## src/rtl/core/qrs_pkg.sv

```systemverilog
// Package for the quadratic root solver: controller states, command and status types.
// No dependencies.
package qrs_pkg;
    localparam int SQRT_GUARD = 12;
    localparam int DISC_W = 34;
    localparam int RAD_W = DISC_W + 2 * SQRT_GUARD;
    localparam int ROOT_W = RAD_W / 2;
    localparam int NUM_W = ROOT_W + 2;
    localparam int DEN_W = 17 + SQRT_GUARD + 1;
    localparam int SAT_MAX = 32'h7FFF_FFFF;

    typedef enum logic [2:0] {
        ST_IDLE,
        ST_DISC,
        ST_SQRT,
        ST_DIVP,
        ST_DIVM,
        ST_OUT
    } state_t;

    typedef struct packed {
        logic load;
        logic disc;
        logic sqrt_start;
        logic sqrt_step;
        logic divp_start;
        logic divm_start;
        logic div_step;
        logic divp_take;
        logic finish;
    } cmd_t;

    typedef struct packed {
        logic degenerate;
        logic disc_neg;
        logic sqrt_done;
        logic div_done;
    } stat_t;
endpackage

```

## src/rtl/core/qrs_datapath.sv

```systemverilog
// Datapath of the quadratic root solver: discriminant, bit-serial square root, restoring divider.
// Depends on qrs_pkg.
module qrs_datapath #(
    parameter int ROOT_FRAC_BITS = 16
) (
    input  logic                clk,
    input  logic                rst_n,
    input  logic [47:0]         in_data,
    input  qrs_pkg::cmd_t       cmd,
    output qrs_pkg::stat_t      stat,
    output logic [31:0]         root_plus,
    output logic [31:0]         root_minus,
    output logic [31:0]         real_count
);
    import qrs_pkg::*;

    localparam int MN_W = NUM_W + ROOT_FRAC_BITS;
    localparam int QCW = $clog2(MN_W + 1);
    localparam int SCW = $clog2(ROOT_W + 1);

    logic signed [15:0] a_reg, b_reg, c_reg;
    logic signed [DISC_W-1:0] disc_reg;
    logic [RAD_W-1:0] rad_reg;
    logic [ROOT_W+1:0] rem_reg;
    logic [ROOT_W-1:0] s_reg;
    logic [SCW-1:0] scnt_reg;
    logic [MN_W-1:0] quo_reg;
    logic [DEN_W-1:0] dr_reg;
    logic [DEN_W-1:0] md_reg;
    logic neg_reg;
    logic [QCW-1:0] qcnt_reg;
    logic [31:0] rp_reg, rm_reg, cnt_reg;
    logic [ROOT_W+1:0] trial;
    logic [DEN_W:0] dtrial;
    logic signed [NUM_W-1:0] num;
    logic [NUM_W-1:0] mn;
    logic signed [DEN_W-1:0] den;
    logic [31:0] sat;
    logic signed [DISC_W-1:0] bb, ac4;
    logic signed [DISC_W-1:0] disc_val;

    assign bb = DISC_W'(b_reg * b_reg);
    assign ac4 = DISC_W'(a_reg * c_reg) <<< 2;
    assign disc_val = bb - ac4;
    assign den = DEN_W'(signed'(a_reg)) <<< (SQRT_GUARD + 1);
    assign num = cmd.divp_start
        ? (NUM_W'(-(NUM_W'(b_reg))) <<< SQRT_GUARD) + NUM_W'({2'b00, s_reg})
        : (NUM_W'(-(NUM_W'(b_reg))) <<< SQRT_GUARD) - NUM_W'({2'b00, s_reg});
    assign mn = num[NUM_W-1] ? NUM_W'(-num) : NUM_W'(num);
    assign trial = {rem_reg[ROOT_W-1:0], rad_reg[RAD_W-1 -: 2]} - {s_reg, 2'b01};
    assign dtrial = {dr_reg, quo_reg[MN_W-1]} - {1'b0, md_reg};

    always_comb
    begin
        if (neg_reg)
            sat = (|quo_reg[MN_W-1:31]) ? 32'h8000_0000 : 32'(-quo_reg[31:0]);
        else
            sat = (|quo_reg[MN_W-1:31]) ? SAT_MAX : quo_reg[31:0];
    end

    assign stat.degenerate = (a_reg == 16'sd0);
    assign stat.disc_neg = disc_reg[DISC_W-1];
    assign stat.sqrt_done = (scnt_reg == SCW'(ROOT_W - 1));
    assign stat.div_done = (qcnt_reg == QCW'(MN_W - 1));

    always_ff @(posedge clk)
    begin
        if (cmd.load)
        begin
            a_reg <= in_data[15:0];
            b_reg <= in_data[31:16];
            c_reg <= in_data[47:32];
        end
        if (cmd.disc)
            disc_reg <= disc_val;
        if (cmd.sqrt_start)
        begin
            rad_reg <= RAD_W'(disc_val) << (2 * SQRT_GUARD);
            rem_reg <= '0;
            s_reg <= '0;
        end
        else if (cmd.sqrt_step)
        begin
            rad_reg <= rad_reg << 2;
            if (!trial[ROOT_W+1])
            begin
                rem_reg <= trial;
                s_reg <= {s_reg[ROOT_W-2:0], 1'b1};
            end
            else
            begin
                rem_reg <= {rem_reg[ROOT_W-1:0], rad_reg[RAD_W-1 -: 2]};
                s_reg <= {s_reg[ROOT_W-2:0], 1'b0};
            end
        end
        if (cmd.divp_start || cmd.divm_start)
        begin
            quo_reg <= {mn, {ROOT_FRAC_BITS{1'b0}}};
            dr_reg <= '0;
            md_reg <= den[DEN_W-1] ? DEN_W'(-den) : DEN_W'(den);
            neg_reg <= num[NUM_W-1] ^ den[DEN_W-1];
        end
        else if (cmd.div_step)
        begin
            if (!dtrial[DEN_W])
            begin
                dr_reg <= dtrial[DEN_W-1:0];
                quo_reg <= {quo_reg[MN_W-2:0], 1'b1};
            end
            else
            begin
                dr_reg <= {dr_reg[DEN_W-2:0], quo_reg[MN_W-1]};
                quo_reg <= {quo_reg[MN_W-2:0], 1'b0};
            end
        end
        if (cmd.divp_take)
            rp_reg <= sat;
        if (cmd.finish)
            rm_reg <= sat;
        if (cmd.disc)
        begin
            rp_reg <= '0;
            rm_reg <= '0;
        end
    end

    always_ff @(posedge clk or negedge rst_n)
    begin
        if (!rst_n)
        begin
            cnt_reg <= '0;
            scnt_reg <= '0;
            qcnt_reg <= '0;
        end
        else
        begin
            if (cmd.sqrt_start)
                scnt_reg <= '0;
            else if (cmd.sqrt_step)
                scnt_reg <= scnt_reg + 1'b1;
            if (cmd.divp_start || cmd.divm_start)
                qcnt_reg <= '0;
            else if (cmd.div_step)
                qcnt_reg <= qcnt_reg + 1'b1;
            if (cmd.finish && cnt_reg != 32'hFFFF_FFFF)
                cnt_reg <= cnt_reg + 1'b1;
        end
    end

    assign root_plus = rp_reg;
    assign root_minus = rm_reg;
    assign real_count = cnt_reg;
endmodule

```

## src/rtl/core/qrs_ctrl.sv

```systemverilog
// Controller state machine of the quadratic root solver, including the result handshake.
// Depends on qrs_pkg.
module qrs_ctrl (
    input  logic            clk,
    input  logic            rst_n,
    input  logic            in_fire,
    input  logic            out_ready,
    input  qrs_pkg::stat_t  stat,
    output qrs_pkg::cmd_t   cmd,
    output logic            idle,
    output logic            out_valid,
    output logic            real_flag,
    output logic            degen_flag
);
    import qrs_pkg::*;

    state_t state_reg, state_next;
    logic real_reg, real_next, degen_reg, degen_next;
    logic div_cont_reg;

    always_ff @(posedge clk or negedge rst_n)
    begin
        if (!rst_n)
        begin
            state_reg <= ST_IDLE;
            real_reg <= 1'b0;
            degen_reg <= 1'b0;
            div_cont_reg <= 1'b0;
        end
        else
        begin
            state_reg <= state_next;
            real_reg <= real_next;
            degen_reg <= degen_next;
            div_cont_reg <= cmd.divp_start || cmd.divm_start || (cmd.div_step && !stat.div_done);
        end
    end

    always_comb
    begin
        state_next = state_reg;
        real_next = real_reg;
        degen_next = degen_reg;
        cmd = '0;
        unique case (state_reg)
            ST_IDLE:
            begin
                if (in_fire)
                begin
                    cmd.load = 1'b1;
                    state_next = ST_DISC;
                end
            end
            ST_DISC:
            begin
                cmd.disc = 1'b1;
                state_next = ST_SQRT;
                cmd.sqrt_start = 1'b1;
                degen_next = stat.degenerate;
                real_next = 1'b0;
            end
            ST_SQRT:
            begin
                if (stat.degenerate || stat.disc_neg)
                    state_next = ST_OUT;
                else
                begin
                    cmd.sqrt_step = 1'b1;
                    if (stat.sqrt_done)
                        state_next = ST_DIVP;
                end
            end
            ST_DIVP:
            begin
                if (!div_cont_reg)
                    cmd.divp_start = 1'b1;
                else if (stat.div_done)
                begin
                    cmd.div_step = 1'b1;
                    state_next = ST_DIVM;
                end
                else
                    cmd.div_step = 1'b1;
            end
            ST_DIVM:
            begin
                if (!div_cont_reg)
                begin
                    cmd.divp_take = 1'b1;
                    cmd.divm_start = 1'b1;
                end
                else if (stat.div_done)
                begin
                    cmd.div_step = 1'b1;
                end
                else
                    cmd.div_step = 1'b1;
                if (div_cont_reg && stat.div_done)
                    state_next = ST_OUT;
            end
            ST_OUT:
            begin
                if (!real_reg && !stat.degenerate && !stat.disc_neg && !div_cont_reg)
                begin
                    cmd.finish = 1'b1;
                    real_next = 1'b1;
                end
                else if (out_ready && (real_reg || stat.degenerate || stat.disc_neg))
                    state_next = ST_IDLE;
            end
            default: state_next = ST_IDLE;
        endcase
    end

    assign idle = (state_reg == ST_IDLE);
    assign out_valid = (state_reg == ST_OUT) && (real_reg || degen_reg || stat.disc_neg);
    assign real_flag = real_reg;
    assign degen_flag = degen_reg;

    a_load_idle: assert property (@(posedge clk) disable iff (!rst_n) cmd.load |-> idle)
        else $error("load outside idle");
    a_flags: assert property (@(posedge clk) disable iff (!rst_n) !(real_reg && degen_reg))
        else $error("real and degenerate together");
    a_fin: assert property (@(posedge clk) disable iff (!rst_n) cmd.finish |=> real_reg)
        else $error("finish without flag");
endmodule

```

## src/rtl/core/quadratic_root_solver.sv

```systemverilog
// Top level of the quadratic root solver: stream ports, controller and datapath.
// Depends on qrs_pkg, qrs_ctrl and qrs_datapath.
// One request at a time: an item with real roots passes through an accept state, a discriminant
// state, the square-root steps, two divisions (each a set-up step and then the quotient steps)
// and the output state; the bit-serial square root and the shared restoring divider set its
// length. Items with a zero a or a negative discriminant skip the square-root steps and the
// divisions. A new request is taken once the previous result has been taken.
module quadratic_root_solver #(
    parameter int ROOT_FRAC_BITS = 16
) (
    input  logic         clk,
    input  logic         rst_n,
    input  logic         s_tvalid,
    output logic         s_tready,
    input  logic [47:0]  s_tdata,  // coef_a, coef_b, coef_c
    output logic         m_tvalid,
    input  logic         m_tready,
    output logic [95:0]  m_tdata,  // root_plus, root_minus, real_count
    output logic [1:0]   m_tuser   // has_real_roots, degenerate
);
    import qrs_pkg::*;

    cmd_t cmd;
    stat_t stat;
    logic idle, real_flag, degen_flag;
    logic [31:0] rp, rm, cnt;

    assign s_tready = idle;

    qrs_ctrl u_ctrl (
        .clk(clk), .rst_n(rst_n), .in_fire(s_tvalid && idle), .out_ready(m_tready),
        .stat(stat), .cmd(cmd), .idle(idle), .out_valid(m_tvalid),
        .real_flag(real_flag), .degen_flag(degen_flag)
    );

    qrs_datapath #(.ROOT_FRAC_BITS(ROOT_FRAC_BITS)) u_dp (
        .clk(clk), .rst_n(rst_n), .in_data(s_tdata), .cmd(cmd), .stat(stat),
        .root_plus(rp), .root_minus(rm), .real_count(cnt)
    );

    assign m_tdata = {cnt, rm, rp};
    assign m_tuser = {degen_flag, real_flag};
endmodule
```

## config.mk

```make
export PLATFORM = sky130hd
export DESIGN_NAME = quadratic_root_solver
export DESIGN_NICKNAME = d
export VERILOG_FILES = /design/src/rtl/core/qrs_pkg.sv /design/src/rtl/core/qrs_datapath.sv /design/src/rtl/core/qrs_ctrl.sv /design/src/rtl/core/quadratic_root_solver.sv
export SDC_FILE = /design/constraint.sdc
export NUM_CORES = 2
export LEC_CHECK = 0
export BUFFER_PORTS_ARGS = -buffer_cell sky130_fd_sc_hd__buf_2
export CAP_MARGIN = 5
export CORE_UTILIZATION = 25
export DETAILED_ROUTE_END_ITERATION = 10
export GPL_TIMING_DRIVEN = 0
export PLACE_DENSITY_LB_ADDON = 0.15
export SLEW_MARGIN = 20
export SYNTH_ARGS = -nofsm -noshare
export SYNTH_HDL_FRONTEND = slang
export SYNTH_SLANG_ARGS = --single-unit
```

## constraint.sdc

```tcl
create_clock -name clk -period 9.75 [get_ports clk]
set_input_delay 0.4875 -clock clk [delete_from_list [all_inputs] [get_ports clk]]
set_output_delay 0.4875 -clock clk [all_outputs]
set_load 0.03 [all_outputs]
```

Yosys cells after proc, flatten, opt, wreduce, memory -nomap -nowiden --
Index checks and enable logic that the tools add are counted.
Storage, ports and cells: register bits after elaboration 395, bits in latches 0, RAM bits 0, ROM bits 0, output and inout port bits 100, memories 0
Cells by class: $add $sub $neg 12, multipliers 2, divide/modulo/power cells 0, magnitude comparators 0, eq/ne operators 16, shift operators 0, multiplexer cells 41, bitwise gates (word level) 1, reductions and logical operators 30
Operators by type and width (count):
- two-way mux 58 bit | 2
- two-way mux 32 bit | 3
- two-way mux 47 bit | 2
- multiplier 16 x 16 -> 32 bit | 2
- two-way mux 31 bit | 2
- subtractor 34 bit | 1
- adder 32 x 1 -> 32 bit (second input constant) | 1
- inequality test 32 bit (second input constant) | 1
- negation 32 bit | 1
- adder 31 x 29 -> 31 bit | 1
- negation 31 bit | 1
- subtractor 31 x 29 -> 31 bit | 1
- subtractor 31 x 30 -> 31 bit | 1
- subtractor 31 bit | 1
- two-way mux 30 bit | 1
- negation 29 -> 30 bit | 1
- two-way mux 29 bit | 1
- two-way mux 28 bit | 1
- two-way mux 3 bit | 8
- negation 16 -> 19 bit | 1
- case mux 3 bit (6 select lines) | 1
- logical NOT 16 bit | 1
- OR reduction 16 bit | 1
- two-way mux 1 bit | 14
- other kinds (23) | 52

Depth between registers and ports, before layout --
depth in word-level cells 8, gate-level depth with buffers 37, mapped depth without buffers 36

Cells and area by module --
A second synthesis with hierarchy kept.
Second synthesis, totals: cell total of the unflattened synthesis 4179, area, all modules 39292.7 um2
By module, submodules not included:
- qrs_datapath | times used 1, cells an instance 4131, area each 38864.8 um2
- qrs_ctrl | times used 1, cells an instance 45, area each 406.6 um2
- quadratic_root_solver | times used 1, cells an instance 3, area each 21.3 um2

Least setup slack after synthesis --
No wires, ideal clock.
kind register to register, start point register u_dp.a_reg[11], end point register u_dp.rad_reg[57] (data pin), data arrival time 8063 ps, data required time 9490 ps, slack 1427 ps, stages on the path, launching flop included 35, clock period less this slack 8323 ps, path through edfxtp_1 > clkbuf_1 > clkbuf_1 > nand2_1 > fa_1 > fa_1 > fa_1 > inv_1 > fa_1 > fa_1 > inv_1 > fa_1 > inv_1 > ha_1 > o21a_1 > o21ai_0 > a211o_1 > a31oi_1 > o21ai_0 > a21oi_1 > o21a_1 > nor3_1 > nor2_1 > o41ai_1 > xor2_1 > ha_1 > and3_1 > a221oi_1 > nor2b_1 > or2_2 > o21a_1 > a2bb2oi_1 > o211ai_1 > xnor2_1 > mux2_2
Between the ends: cells in the longest elaborated chain, start to end 3
Ends and longest elaborated chain:
- from (decl) | RTL line qrs_datapath.sv:21 | logic signed [15:0] a_reg, b_reg, c_reg;
- from (signal assigned) | RTL line qrs_datapath.sv:70 | a_reg <= in_data[15:0];
- multiplier 16 x 16 -> 32 bit | RTL line qrs_datapath.sv:43 | assign ac4 = DISC_W'(a_reg * c_reg) <<< 2;
- subtractor 34 bit | RTL line qrs_datapath.sv:44 | assign disc_val = bb - ac4;
- net u_dp.disc_val[33] | RTL line qrs_datapath.sv:40 | logic signed [DISC_W-1:0] disc_val;
- two-way mux 58 bit | RTL line qrs_datapath.sv:76 | if (cmd.sqrt_start)
- to (signal assigned) | RTL line qrs_datapath.sv:78 | rad_reg <= RAD_W'(disc_val) << (2 * SQRT_GUARD);
- to (signal assigned) | RTL line qrs_datapath.sv:84 | rad_reg <= rad_reg << 2;
- to (decl) | RTL line qrs_datapath.sv:23 | logic [RAD_W-1:0] rad_reg;
The timed path passes the listed nets, and every way through them passes these cells. A chain may end at the register's enable or synchronous reset.

Worst setup path in the final report --
start point register u_dp.a_reg[15], end point register u_dp.rad_reg[57] (data pin)
The elaborated chain is that of the path after synthesis.

==> reports/metrics.cfg <==
[grt]
grt_max_degree=50
overflow=0
grt_pass1_wl_um=196000
grt_antenna_before_repair=5
grt_pass1_vias=32800
gr-usage-all-layers_pct=15.6

[min_path]
hold_depth=1
min_from=s_tdata[18]
hp-class=input pin to flop
hold_end=u_dp.b_reg[2]$_DFFE_PP_

[sta]
rsz0062_at_grt=false
report.final.slew_viol_count=0
fin_crit_sh_pct=94.7
setup_viol=0
relSlewSlack_pct=41.1
tightest_slew_ns=0.881
period_minus_slack_ns=9.23
hold_violations=0
skew_ns=0.0476
max_freq_mhz=108

[drt]
drt_pre_antenna_iters=5
routedWlPerCell_um=18.3
drcViolationCount=0
wl_um=125000
ant_nets=0
via_count=31500
routed_via_density=4.61
first_iter_violations=1627

[logic_synthesis]
synth_top_cell_by_area=fa_1
synthArstFlopShare_pct=14.1
yosys.area_share.simple_pct=16.4
synthAdderAreaFrac_pct=34.4
ys_warn_count=0
synth_common_cells=740 x inv_1, 500 x fa_1, 480 x nand2_1, 293 x ha_1, 275 x nor2_1
synth_top_area_share_pct=25.2
synth.most_common_cell=inv_1
synth_cell_types=97
synth_mux_area_share_pct=1.20
synthCells=4473
synth.avg_cell_area_um2=8.89
ys_ff_latch=348
synth_top_family_by_area=adder cells
synth_compound_area_share_pct=11.8
synth-edff-count=131
syn_nets=5318
ys.flop_type=dfxtp_1
synth.area.top_cells=fa_1 25%, edfxtp_1 9.9%, ha_1 9.2%, dfxtp_1 8.5%, inv_1 7.0%
synth_xor_area_share_pct=5.87
synth_area_mm2=0.0398
seq_area_frac_synth_pct=21.4

[layout]
area_growth_pct=14.1
nets=5578
largest_reg_flops=47
post-route-util_pct=28.9
antenna_cells=0
drive_above_1_share_pct=8.20

[clocking]
clock_path_buffers=3
cts_tree=yes
cts_root_buffer=clkbuf_16
htreeDepth=2
clock_latency_ns=0.64
cts_inserted_buffers=46
clk_pin_slew_ns=0.06
cts.sinks=348

[die]
fp.coreArea_mm2=0.157
die_w_um=401
fp-row-count=145
start_util_pct=25.3
die_h_um=401
dieArea_mm2=0.161
num_io_pins=152

[critical_path]
path_class=flop to flop
max_stage_delay_ns=0.67
crit_slowest_cell=fa_1
worstSetupEndpointType=flop
rr_worst_depth=28
arrival_ns=9.58
reg2reg_slack_ns=0.52
startpoint=u_dp.a_reg[15]$_DFFE_PP_
crit_top_cell=fa_1
worstPathRequired_ns=10.10
critPathMaxFanout=10
worst_r2r_startpoint=u_dp.a_reg[15]$_DFFE_PP_
worstReg2RegEnd=u_dp.rad_reg[57]$_DFFE_PP_
start_kind=flop

[job]
maxCapViolations=0

[placement]
place_congestion=0.819
post-dp-hpwl_um=101000
numPortBuffers=151

[run_status]
outcome=complete, no violations

[layout by cell type, fill, tap and decap left out, types with 20 or more instances in the layout]
| cell | n |
|---|---|
| o211ai_1 | 21 |
| nand2_1 | 480 |
| o21ai_1 | 42 |
| and3_1 | 28 |
| a31oi_1 | 20 |
| nand2b_1 | 39 |
| and2_1 | 160 |
| dfrtp_1 | 49 |
| clkbuf_2 | 31 |
| nand3_1 | 126 |
| a211oi_1 | 72 |
| o21a_1 | 29 |
| nor4_1 | 20 |
| nor2_1 | 272 |
| a21oi_1 | 165 |
| or3_1 | 21 |
| clkbuf_16 | 46 |
| dfxtp_1 | 168 |
| edfxtp_1 | 131 |
| nor2b_1 | 24 |
| buf_4 | 47 |
| clkbuf_1 | 117 |
| nor3_1 | 77 |
| ha_1 | 293 |
| o31ai_1 | 25 |
| inv_1 | 736 |
| nand4_1 | 25 |
| fa_1 | 500 |
| buf_2 | 170 |
| mux2i_1 | 43 |
| a21o_1 | 46 |
| xor2_1 | 87 |
| xnor2_1 | 173 |
| o21ai_0 | 168 |
| dlygate4sd3_1 | 32 |
[area by class of cell]
class                           count  area, um^2
Buffer                            172         747
Clock buffer                       68        1310
Clock inverter                     18         179
Fill cell                       17000      112000
Inverter                          747        2820
Multi-Input combinational cell   3190       27800
Sequential cell                   348        8520
Tap cell                         2058        2570
Timing Repair Buffer              228        1450
[worst max-delay path by stage]
stage                                  to  slack [ns]  cells past startpoint
2_1_floorplan  u_dp.rad_reg[57]$_DFFE_PP_        1.43                     34
3_3_place_gp   u_dp.rad_reg[57]$_DFFE_PP_       -0.94                     34
3_5_place_dp   u_dp.rad_reg[57]$_DFFE_PP_       -0.96                     34
4_1_cts        u_dp.rad_reg[57]$_DFFE_PP_        0.02                     33
5_1_grt        u_dp.rad_reg[57]$_DFFE_PP_        0.02                     30
6_report       u_dp.rad_reg[57]$_DFFE_PP_        0.52                     28
[critical path, delay by kind of cell, from the launching register on]
kind,cells,cell delay (ns)
buffers and inverters,4,0.66
flip-flops,1,0.50
XOR/XNOR,2,0.40
multiplexers,1,0.34
adder cells (fa/ha/maj),8,3.86
AND/OR/NAND/NOR,7,1.90
AO/OA/AOI/OAI,6,1.26
[kinds of logic (layout without fill, tap and decap cells)]
kind of cell             Yosys count  in the layout
AND/OR/NAND/NOR                 1355           1355
buffers and inverters            935           1233
adder cells (fa/ha/maj)          793            793
AO/OA/AOI/OAI                    730            730
flip-flops                       348            348
XOR/XNOR                         264            264
multiplexers                      47             47
other                              1              1
[timing repair]
action,CTS,global route
pin swaps,1,1
endpoints found under the hold margin,80,0
gates resized for setup,27,61
setup endpoints to repair,4,4
buffers inserted,15,26
hold buffers,32,0
[per-layer routing]
metal,wire (um),vias up,GRT usage (%)
met1,56000,15700,20.5
met2,62400,518,27.7
met4,1760,4,2.59
met3,4490,96,1.83
met5,28,-,0
li1,-,15100,-
[through the flow]
stage / hold WS [ns] / cells / setup TNS (ns) / setup WS [ns] / cell area (um^2)
after floorplan: 0.192 / 4473 / 0 / 1.43 / 39800
after global placement: 0.426 / 6682 / -2.64 / -0.939 / 43100
after detailed placement: 0.431 / 6686 / -2.76 / -0.961 / 43200
after CTS: 0.0171 / 6808 / 0 / 0.0209 / 45100
after global routing: 0.0326 / 6829 / 0 / 0.0193 / 45400
final: 0.0695 / 6829 / 0 / 0.520 / 45400
Power is not shown: default switching activity piles up to over one toggle a cycle in this logic, so the estimate is an artifact.
